### src/hdl/wce_pkg.sv
// ----------------------------------------------------------------------------
// Window co-occurrence edges package
// Transaction types, controller interface types and the weight table.
// ----------------------------------------------------------------------------
package wce_pkg;

  localparam int unsigned POS_W    = 32;
  localparam int unsigned ENT_W    = 32;
  localparam int unsigned WEIGHT_W = 16;
  localparam logic [31:0] MAX_DIST_RESET = 32'd5;

  typedef struct packed {
    logic [POS_W-1:0] sentence_pos;
    logic [ENT_W-1:0] entity_id;
  } in_item_t;

  typedef struct packed {
    logic                edge_valid;
    logic [ENT_W-1:0]    source_entity;
    logic [ENT_W-1:0]    target_entity;
    logic [WEIGHT_W-1:0] edge_weight;
    logic                window_overflow;
    logic                last_of_run;
  } out_item_t;

  typedef enum logic [2:0] {
    ST_IDLE,
    ST_DROP_RD,
    ST_DROP_CHK,
    ST_WALK_INIT,
    ST_WALK,
    ST_FINISH
  } state_e;

  typedef struct packed {
    logic cap_in;
    logic drop_rd;
    logic drop;
    logic walk_init;
    logic walk_step;
    logic walk_issue;
    logic walk_take;
    logic finish;
  } ctrl_cmd_t;

  typedef struct packed {
    logic count_zero;
    logic far;
    logic hit;
    logic pend_valid;
    logic out_free;
    logic rem_zero;
  } ctrl_status_t;

  // Rounded exp(-distance) in unsigned Q0.16, saturated at the top.
  function automatic logic [WEIGHT_W-1:0] edge_weight_f(logic [POS_W-1:0] distance);
    logic [WEIGHT_W-1:0] w;
    w = '0;
    if (distance[POS_W-1:4] == '0) begin
      case (distance[3:0])
        4'd0:    w = 16'd65535;
        4'd1:    w = 16'd24109;
        4'd2:    w = 16'd8869;
        4'd3:    w = 16'd3263;
        4'd4:    w = 16'd1200;
        4'd5:    w = 16'd442;
        4'd6:    w = 16'd162;
        4'd7:    w = 16'd60;
        4'd8:    w = 16'd22;
        4'd9:    w = 16'd8;
        4'd10:   w = 16'd3;
        4'd11:   w = 16'd1;
        default: w = 16'd0;
      endcase
    end
    return w;
  endfunction

endpackage

### src/hdl/wce_ctrl.sv
// ----------------------------------------------------------------------------
// Window co-occurrence edges controller
// Sequences the prune, walk and append phases of each input transaction.
// ----------------------------------------------------------------------------
module wce_ctrl (
  input  logic                  clk_i,
  input  logic                  rst_ni,
  input  logic                  in_valid_i,
  output logic                  in_stall_o,
  input  wce_pkg::ctrl_status_t status_i,
  output wce_pkg::ctrl_cmd_t    cmd_o
);

  wce_pkg::state_e state_q, state_d;
  logic            walk_hold;

  // The walk holds when a new edge must displace a pending edge that cannot leave.
  assign walk_hold = status_i.hit && status_i.pend_valid && !status_i.out_free;

  always_ff @(posedge clk_i or negedge rst_ni) begin
    if (!rst_ni) begin
      state_q <= wce_pkg::ST_IDLE;
    end else begin
      state_q <= state_d;
    end
  end

  always_comb begin
    state_d = state_q;
    unique case (state_q)
      wce_pkg::ST_IDLE: begin
        if (in_valid_i) state_d = wce_pkg::ST_DROP_RD;
      end
      wce_pkg::ST_DROP_RD: begin
        state_d = status_i.count_zero ? wce_pkg::ST_WALK_INIT : wce_pkg::ST_DROP_CHK;
      end
      wce_pkg::ST_DROP_CHK: begin
        state_d = status_i.far ? wce_pkg::ST_DROP_RD : wce_pkg::ST_WALK_INIT;
      end
      wce_pkg::ST_WALK_INIT: begin
        state_d = wce_pkg::ST_WALK;
      end
      wce_pkg::ST_WALK: begin
        if (!walk_hold && status_i.rem_zero) state_d = wce_pkg::ST_FINISH;
      end
      wce_pkg::ST_FINISH: begin
        if (status_i.out_free) state_d = wce_pkg::ST_IDLE;
      end
      default: state_d = wce_pkg::ST_IDLE;
    endcase
  end

  always_comb begin
    cmd_o      = '0;
    in_stall_o = 1'b1;
    unique case (state_q)
      wce_pkg::ST_IDLE: begin
        in_stall_o   = 1'b0;
        cmd_o.cap_in = in_valid_i;
      end
      wce_pkg::ST_DROP_RD: begin
        cmd_o.drop_rd = !status_i.count_zero;
      end
      wce_pkg::ST_DROP_CHK: begin
        cmd_o.drop = status_i.far;
      end
      wce_pkg::ST_WALK_INIT: begin
        cmd_o.walk_init = 1'b1;
      end
      wce_pkg::ST_WALK: begin
        cmd_o.walk_step  = !walk_hold;
        cmd_o.walk_issue = !walk_hold && !status_i.rem_zero;
        cmd_o.walk_take  = !walk_hold && status_i.hit;
      end
      wce_pkg::ST_FINISH: begin
        cmd_o.finish = status_i.out_free;
      end
      default: begin
        cmd_o = '0;
      end
    endcase
  end

endmodule

### config.mk
export PLATFORM = sky130hd
export DESIGN_NAME = wce_ctrl
export DESIGN_NICKNAME = d
export VERILOG_FILES = /design/src/hdl/wce_pkg.sv /design/src/hdl/wce_ctrl.sv
export SDC_FILE = /design/constraint.sdc
export NUM_CORES = 1
export LEC_CHECK = 0
export BUFFER_PORTS_ARGS = -buffer_cell sky130_fd_sc_hd__clkbuf_2
export CAP_MARGIN = 20
export CORE_AREA = 2 2 39 41
export DETAILED_ROUTE_END_ITERATION = 10
export DIE_AREA = 0 0 41 43
export GPL_ROUTABILITY_DRIVEN = 0
export RECOVER_POWER = 25
export SLEW_MARGIN = 5
export SYNTH_ARGS = -nofsm -noshare
export SYNTH_HDL_FRONTEND = slang
export SYNTH_SLANG_ARGS = --single-unit
### constraint.sdc
create_clock -name clk_i -period 1.3 [get_ports clk_i]
set_clock_uncertainty 0.1 [all_clocks]
set_input_delay 0.26 -clock clk_i [delete_from_list [all_inputs] [get_ports clk_i]]
set_output_delay 0.26 -clock clk_i [all_outputs]
set_load 0.05 [all_outputs]
==> impl_metrics.csv, run 1 <==
group,metric,value,unit
run_status,outcome,"complete, but fails checks",
run_status,failed_checks,"setup timing",
placed_design,place_ws,-254,ps
placed_design,place_area,494,sq um
power,leakage,0.281,nW
floorplanning,die_x,41,microns
critical_path,crit_path_end_kind,"primary output",
yosys,ys_warn_count,0,
yosys,syn_avg_cell_area,8.05,sq um
clocking,cts_max_level,1,
yosys,synthCells,30,
global_routing,grt_max_degree,10,
cells_and_area,largest_registers,"state_q: 3 flops",
routing,routed_via_density,4.39,
sta,post-route-period-util,127,%
power,vdd_drop_max,0.974,mV
placed_design,io_buffers,17,
yosys,synth_nets,39,
job,maxCapViolations,0,
sta,tightest_slew,263,ps
yosys,synth_cell_types,21,
routing,drtPass1Iterations,2,
global_routing,grtUsageTotal,10.3,%
critical_path,path_cells,"buf_6, nor4b_4, buf_12",
critical_path,r2r_cells,5,
sta,maxClockFrequency,605,MHz
routing,drc_errors,0,
routing,routed_wl,804,microns
critical_path,r2r_end,"state_q[0]",
hold_path,min_from,"status_i[4]",
yosys,ys_ff_latch,3,
yosys,synth_top_area_share,31.1,%
clocking,cts_tree,"yes",
critical_path,slowest_delay,420,ps
sta,setup_violations,10,
clocking,cts_buffers,3,
critical_path,critPathArrivalTime,1290,ps
floorplanning,die_y,43,microns
global_routing,antenna_found_initial,0,
hold_path,hold_class,"input port to flip-flop",
yosys,yosys.area.top_type,"dfrtp_1",
cells_and_area,n_antenna_cell,0,
floorplanning,initial_utilization,17.5,%
sta,layout_setup_ws,-353,ps
critical_path,start_kind,"flip-flop",
critical_path,critPathMaxFanout,6,
power,cellPowerDensity,2380,nW/um^2
routing,dr.first_iter.drc_count,1,
critical_path,worst-path-buf-inv,2,
critical_path,crit_family,"flip-flops",
critical_path,r2r_slack,-240,ps
yosys,syn_area,241,sq um
floorplanning,rows,14,
critical_path,r2r_start,"state_q[1]",
clocking,clock-sinks,3,
cells_and_area,final_cell_area,649,sq um
routing,avgRoutedWirePerCell,10.6,microns
clocking,clk_latency,230,ps
sta,slew_headroom,82.4,%
sta,final-max-slew-violation-count,0,
clocking,clockBufferDepth,2,
floorplanning,io_pins,18,
clocking,clk_pin_slew_worst_paths,40,ps
yosys,ys_top_cells_by_count,"a21oi_1, dfrtp_1, nor2_1",
clocking,clk_root_buffer_cell,"clkbuf_4",
hold_path,hold_depth,3,
cells_and_area,regMostFlops,"state_q",
sta,hold_violations,0,
global_routing,overflow,0,
global_routing,first_global_vias,338,
cells_and_area,area_delta_synth_final,169,%
yosys,async_reset_ff_share,100,%
power,power.total,1.55,mW
floorplanning,core,1380,sq um
routing,vias,334,
hold_path,min_to,"state_q[1]",
critical_path,slowest_stage,"dfrtp_2",
yosys,ys.flop_type,"dfrtp_1",
cells_and_area,largest_reg_flops,3,
cells_and_area,drive_gt1_share,70.0,%
critical_path,worstPathRequired,940,ps
floorplanning,dieArea,1760,sq um
sta,rsz0062_at_grt,"true",
critical_path,critPathKind,"flip-flop to primary output",
sta,fin_tns_setup,-2950,ps
routing,ant_nets,0,
cells_and_area,nets,70,
yosys,synth_edf_count,0,
sta,fin_crit,1650,ps
global_routing,grt_pass1_wl,1210,microns
yosys,seq_area_frac_synth,31.1,%
cells_and_area,final_cell_count_no_fill,76,
placed_design,numPlacedInstances,69,
yosys,synthTopCellsByArea,"dfrtp_1, or3b_1, a21oi_1, nor3b_2, nor2_1",
[worst max path at each step]
stage / from / endpoint / slack [ps] / cells past startpoint
3_5_place_dp: state_q[1] / state_q[0] / -250 / 5
3_3_place_gp: state_q[1] / state_q[0] / -230 / 5
6_report: state_q[0] / cmd_o[5] / -350 / 3
2_1_floorplan: state_q[0] / cmd_o[7] / -340 / 2
4_1_cts: state_q[2] / cmd_o[7] / -370 / 3
5_1_grt: state_q[1] / cmd_o[5] / -400 / 4
[power by group]
group	switching, mW	internal [mW]	leakage, nW
Combinational	0.612	0.586	0.230
Clock	0.0480	0.115	0.0150
Sequential	0.0434	0.141	0.0364
[cell usage in the layout (no fill, tap or decap), types with 2 or more instances in the layout]
cell / count
clkbuf_2: 7
buf_4: 7
clkbuf_4: 3
buf_8: 3
buf_6: 3
nor2_4: 2
or3b_1: 2
o21ai_0: 2
a21oi_1: 2
clkbuf_1: 2
clkbuf_16: 2
buf_12: 2
dfrtp_1: 2
[cell families after synthesis]
group                  count (synthesis)  synth area share [%]
AOI/OAI and AO/OA                      7                  17.1
buffers and inverters                  3                  5.18
DFF                                    3                  31.1
and+or+nand+nor                       17                  46.6
[timing repair]
action | 4_1_cts | 5_1_grt
setup buffers | 2 | 0
pin swaps | 7 | 3
gates cloned | 0 | 0
endpoints found under the hold margin | 3 | 0
gates resized for setup | 19 | 7
setup endpoints to repair | 10 | 11
hold buffers | 1 | 0
[cell type report]
type	instances	area, sq um
Fill cell	137	734
Timing Repair Buffer	27	284
Multi-Input combinational cell	24	233
Sequential cell	3	76.3
Clock buffer	4	26.3
Tap cell	16	20.0
Inverter	2	10.0
[worst register-to-register path: stages, from the launching register on]
cell	delay, ps
dfrtp_1	400
buf_6	140
nand2b_4	160
or3b_1	360
o311a_1	130
o22ai_1	160
[per-layer routing]
| metal | up-vias | part of all wire [%] | GRT usage, % |
|---|---|---|---|
| met1 | 151 | 40 | 11.3 |
| met2 | 13 | 53 | 16.3 |
| met5 | - | 0 | 0 |
| met3 | 0 | 7.5 | 6.28 |
| met4 | 0 | 0 | 2.00 |
| li1 | 170 | - | - |
[per-stage QoR]
step / util [%] / hold WS, ps
finish: 46.9 / 216
global route: 46.9 / 228
CTS: 45.8 / 208
detailed placement: 35.7 / -38.1
global placement: 35.7 / -39.4
floorplan: - / -136
(Power assumes the default switching activity.)
==> run 2, diff against run 1 <==
Settings changed: PLACE_DENSITY set to 0.47.
==> run 2 against run 1 <==
Effect of this change: the flow still finishes with violations (setup timing); via count rose by 4.2%; flip-flop and latch count did not move; wire length rose by 11%; final cell count is 6.6% higher; non-clock buffer count grew 5; first-iteration DRC count stayed put; fmax fell by 1.1%; clock-buffer cell count is the same; register-to-register slack got worse by 30 ps; sequential power grew 15%; worst hold slack got worse by 9.5 ps; critical endpoint unchanged; largest cell class unchanged; largest power group unchanged.
==> impl_metrics.csv, run 2 (synthesized netlist as in run 1, its figures left out) <==
group,metric,value,unit
critical_path,r2r_slack,-270,ps
placed_design,hpwlAfterDp,632,microns
global_routing,use_met1,12.1,%
floorplanning,io_pins,18,
routing,drtPass1Iterations,2,
job,maxCapViolations,0,
routing,drc_errors,0,
critical_path,r2r_start,"state_q[1]",
placed_design,io_buffers,17,
hold_path,hold_class,"input port to flip-flop",
power,vdd_drop_max,1.34,mV
routing,routed_wl,894,microns
clocking,cts_tree,"yes",
cells_and_area,final_cell_area,712,sq um
sta,post-route-period-util,129,%
run_status,outcome,"complete, but fails checks",
placed_design,place_area,494,sq um
clocking,cts_buffers,3,
floorplanning,initial_utilization,17.5,%
critical_path,critPathMaxFanout,5,
cells_and_area,largest_registers,"state_q: 3 flops",
critical_path,crit_path_end_kind,"primary output",
routing,vias,348,
floorplanning,dieArea,1760,sq um
cells_and_area,fin_util,51.4,%
cells_and_area,nFillCells,126,
critical_path,critPathLaunch,"state_q[0]",
critical_path,path_cells,"buf_6, nor4b_4, buf_12",
global_routing,grt-busiest-layer,"met2",
cells_and_area,final_common_cell,"buf_4",
critical_path,crit_family,"flip-flops",
critical_path,slowest_delay,440,ps
floorplanning,core,1380,sq um
critical_path,r2r_end,"state_q[0]",
clocking,clock-sinks,3,
critical_path,worstPathRequired,940,ps
placed_design,place_ws,-262,ps
global_routing,grt_pass1_wl,1420,microns
critical_path,endpoint,"cmd_o[5]",
sta,fin_crit,1670,ps
run_status,failed_checks,"setup timing",
sta,rsz0062_at_grt,"true",
cells_and_area,area_delta_synth_final,195,%
clocking,clk_pin_slew_worst_paths,40,ps
clocking,clockBufferDepth,2,
critical_path,r2r_cells,5,
cells_and_area,final_cell_mix,"buf_4, clkbuf_2, buf_6",
global_routing,antenna_found_initial,0,
sta,setup_violations,10,
routing,dr.first_iter.drc_count,1,
critical_path,critPathKind,"flip-flop to primary output",
global_routing,use_met2,20.6,%
critical_path,critPathArrivalTime,1310,ps
sta,slew_headroom,82.1,%
clocking,clk_latency,240,ps
sta,tightest_slew,268,ps
global_routing,first_global_vias,349,
global_routing,grt_max_degree,9,
floorplanning,die_x,41,microns
routing,avgRoutedWirePerCell,11.0,microns
global_routing,overflow,0,
critical_path,start_kind,"flip-flop",
global_routing,use_met3,6.81,%
cells_and_area,n_antenna_cell,0,
cells_and_area,regMostFlops,"state_q",
sta,maxClockFrequency,598,MHz
clocking,clk_root_buffer_cell,"clkbuf_4",
critical_path,worst-path-buf-inv,2,
sta,final-max-slew-violation-count,0,
critical_path,cp.depth,3,
sta,layout_setup_ws,-372,ps
sta,hold_violations,0,
cells_and_area,drive_gt1_share,78.5,%
floorplanning,rows,14,
routing,ant_nets,0,
clocking,cts_max_level,1,
power,cellPowerDensity,2350,nW/um^2
cells_and_area,nets,75,
floorplanning,die_y,43,microns
routing,routed_via_density,4.30,
critical_path,slowest_stage,"dfrtp_2",
cells_and_area,largest_reg_flops,3,
global_routing,grtUsageTotal,12.3,%
power,leakage,0.318,nW
-- run 2: changes by cell type in the layout (fill, tap and decap cells not counted), sizes merged --
cell and change:
buf +6, clkbuf -1
-- run 2: cell type report --
| cell class | count | area (sq um) | area share (%) |
|---|---|---|---|
| Clock buffer | 4 | 26.3 | 3.69 |
| Inverter | 2 | 10.0 | 1.41 |
| Multi-Input combinational cell | 24 | 248 | 34.8 |
| Sequential cell | 3 | 77.6 | 10.9 |
| Tap cell | 16 | 20.0 | 2.81 |
| Timing Repair Buffer | 32 | 330 | 46.4 |
-- run 2: report_power, final --
group | internal, mW | switching [mW]
sequential | 0.143 | 0.0679
combinational | 0.665 | 0.630
clock | 0.115 | 0.0547
-- run 2: routing by layer --
layer | share of wire, % | vias to the layer above
met5 | 0 | -
met4 | 1.1 | 0
met3 | 5.8 | 2
met2 | 55 | 13
met1 | 37 | 156
li1 | - | 177
-- run 2: stage by stage --
step	total power [mW]	cells	hold WS, ps	setup TNS, ps
3_3_place_gp	1.14	69	-38.9	-1380
5_1_grt	1.77	81	201	-3770
4_1_cts	1.57	79	208	-3030
3_5_place_dp	1.14	69	-39.7	-1470
2_1_floorplan	0.849	30	-136	-1720
6_report	1.68	81	207	-3280
-- run 2: worst min-delay path, stage by stage --
cell and delay [ps]:
clkbuf_2 90, or3b_4 110, a21oi_2 40
-- run 2: how the worst min path moves through the flow --
stage	startpoint	to	slack, ps	depth (start not counted)
after floorplan	rst_ni	state_q[0]	-140	0
after global placement	rst_ni	state_q[2]	-40	1
after detailed placement	rst_ni	state_q[2]	-40	1
after CTS	status_i[4]	state_q[1]	210	3
after global routing	status_i[4]	state_q[1]	200	3
final	status_i[4]	state_q[1]	210	3
-- run 2: timing repair --
action | CTS | global route
setup endpoints to repair | 11 | 11
hold endpoints to repair | 3 | 0
hold buffers | 1 | 0
resized for setup | 24 | 10
pin swaps | 8 | 4
setup buffers | 5 | 2
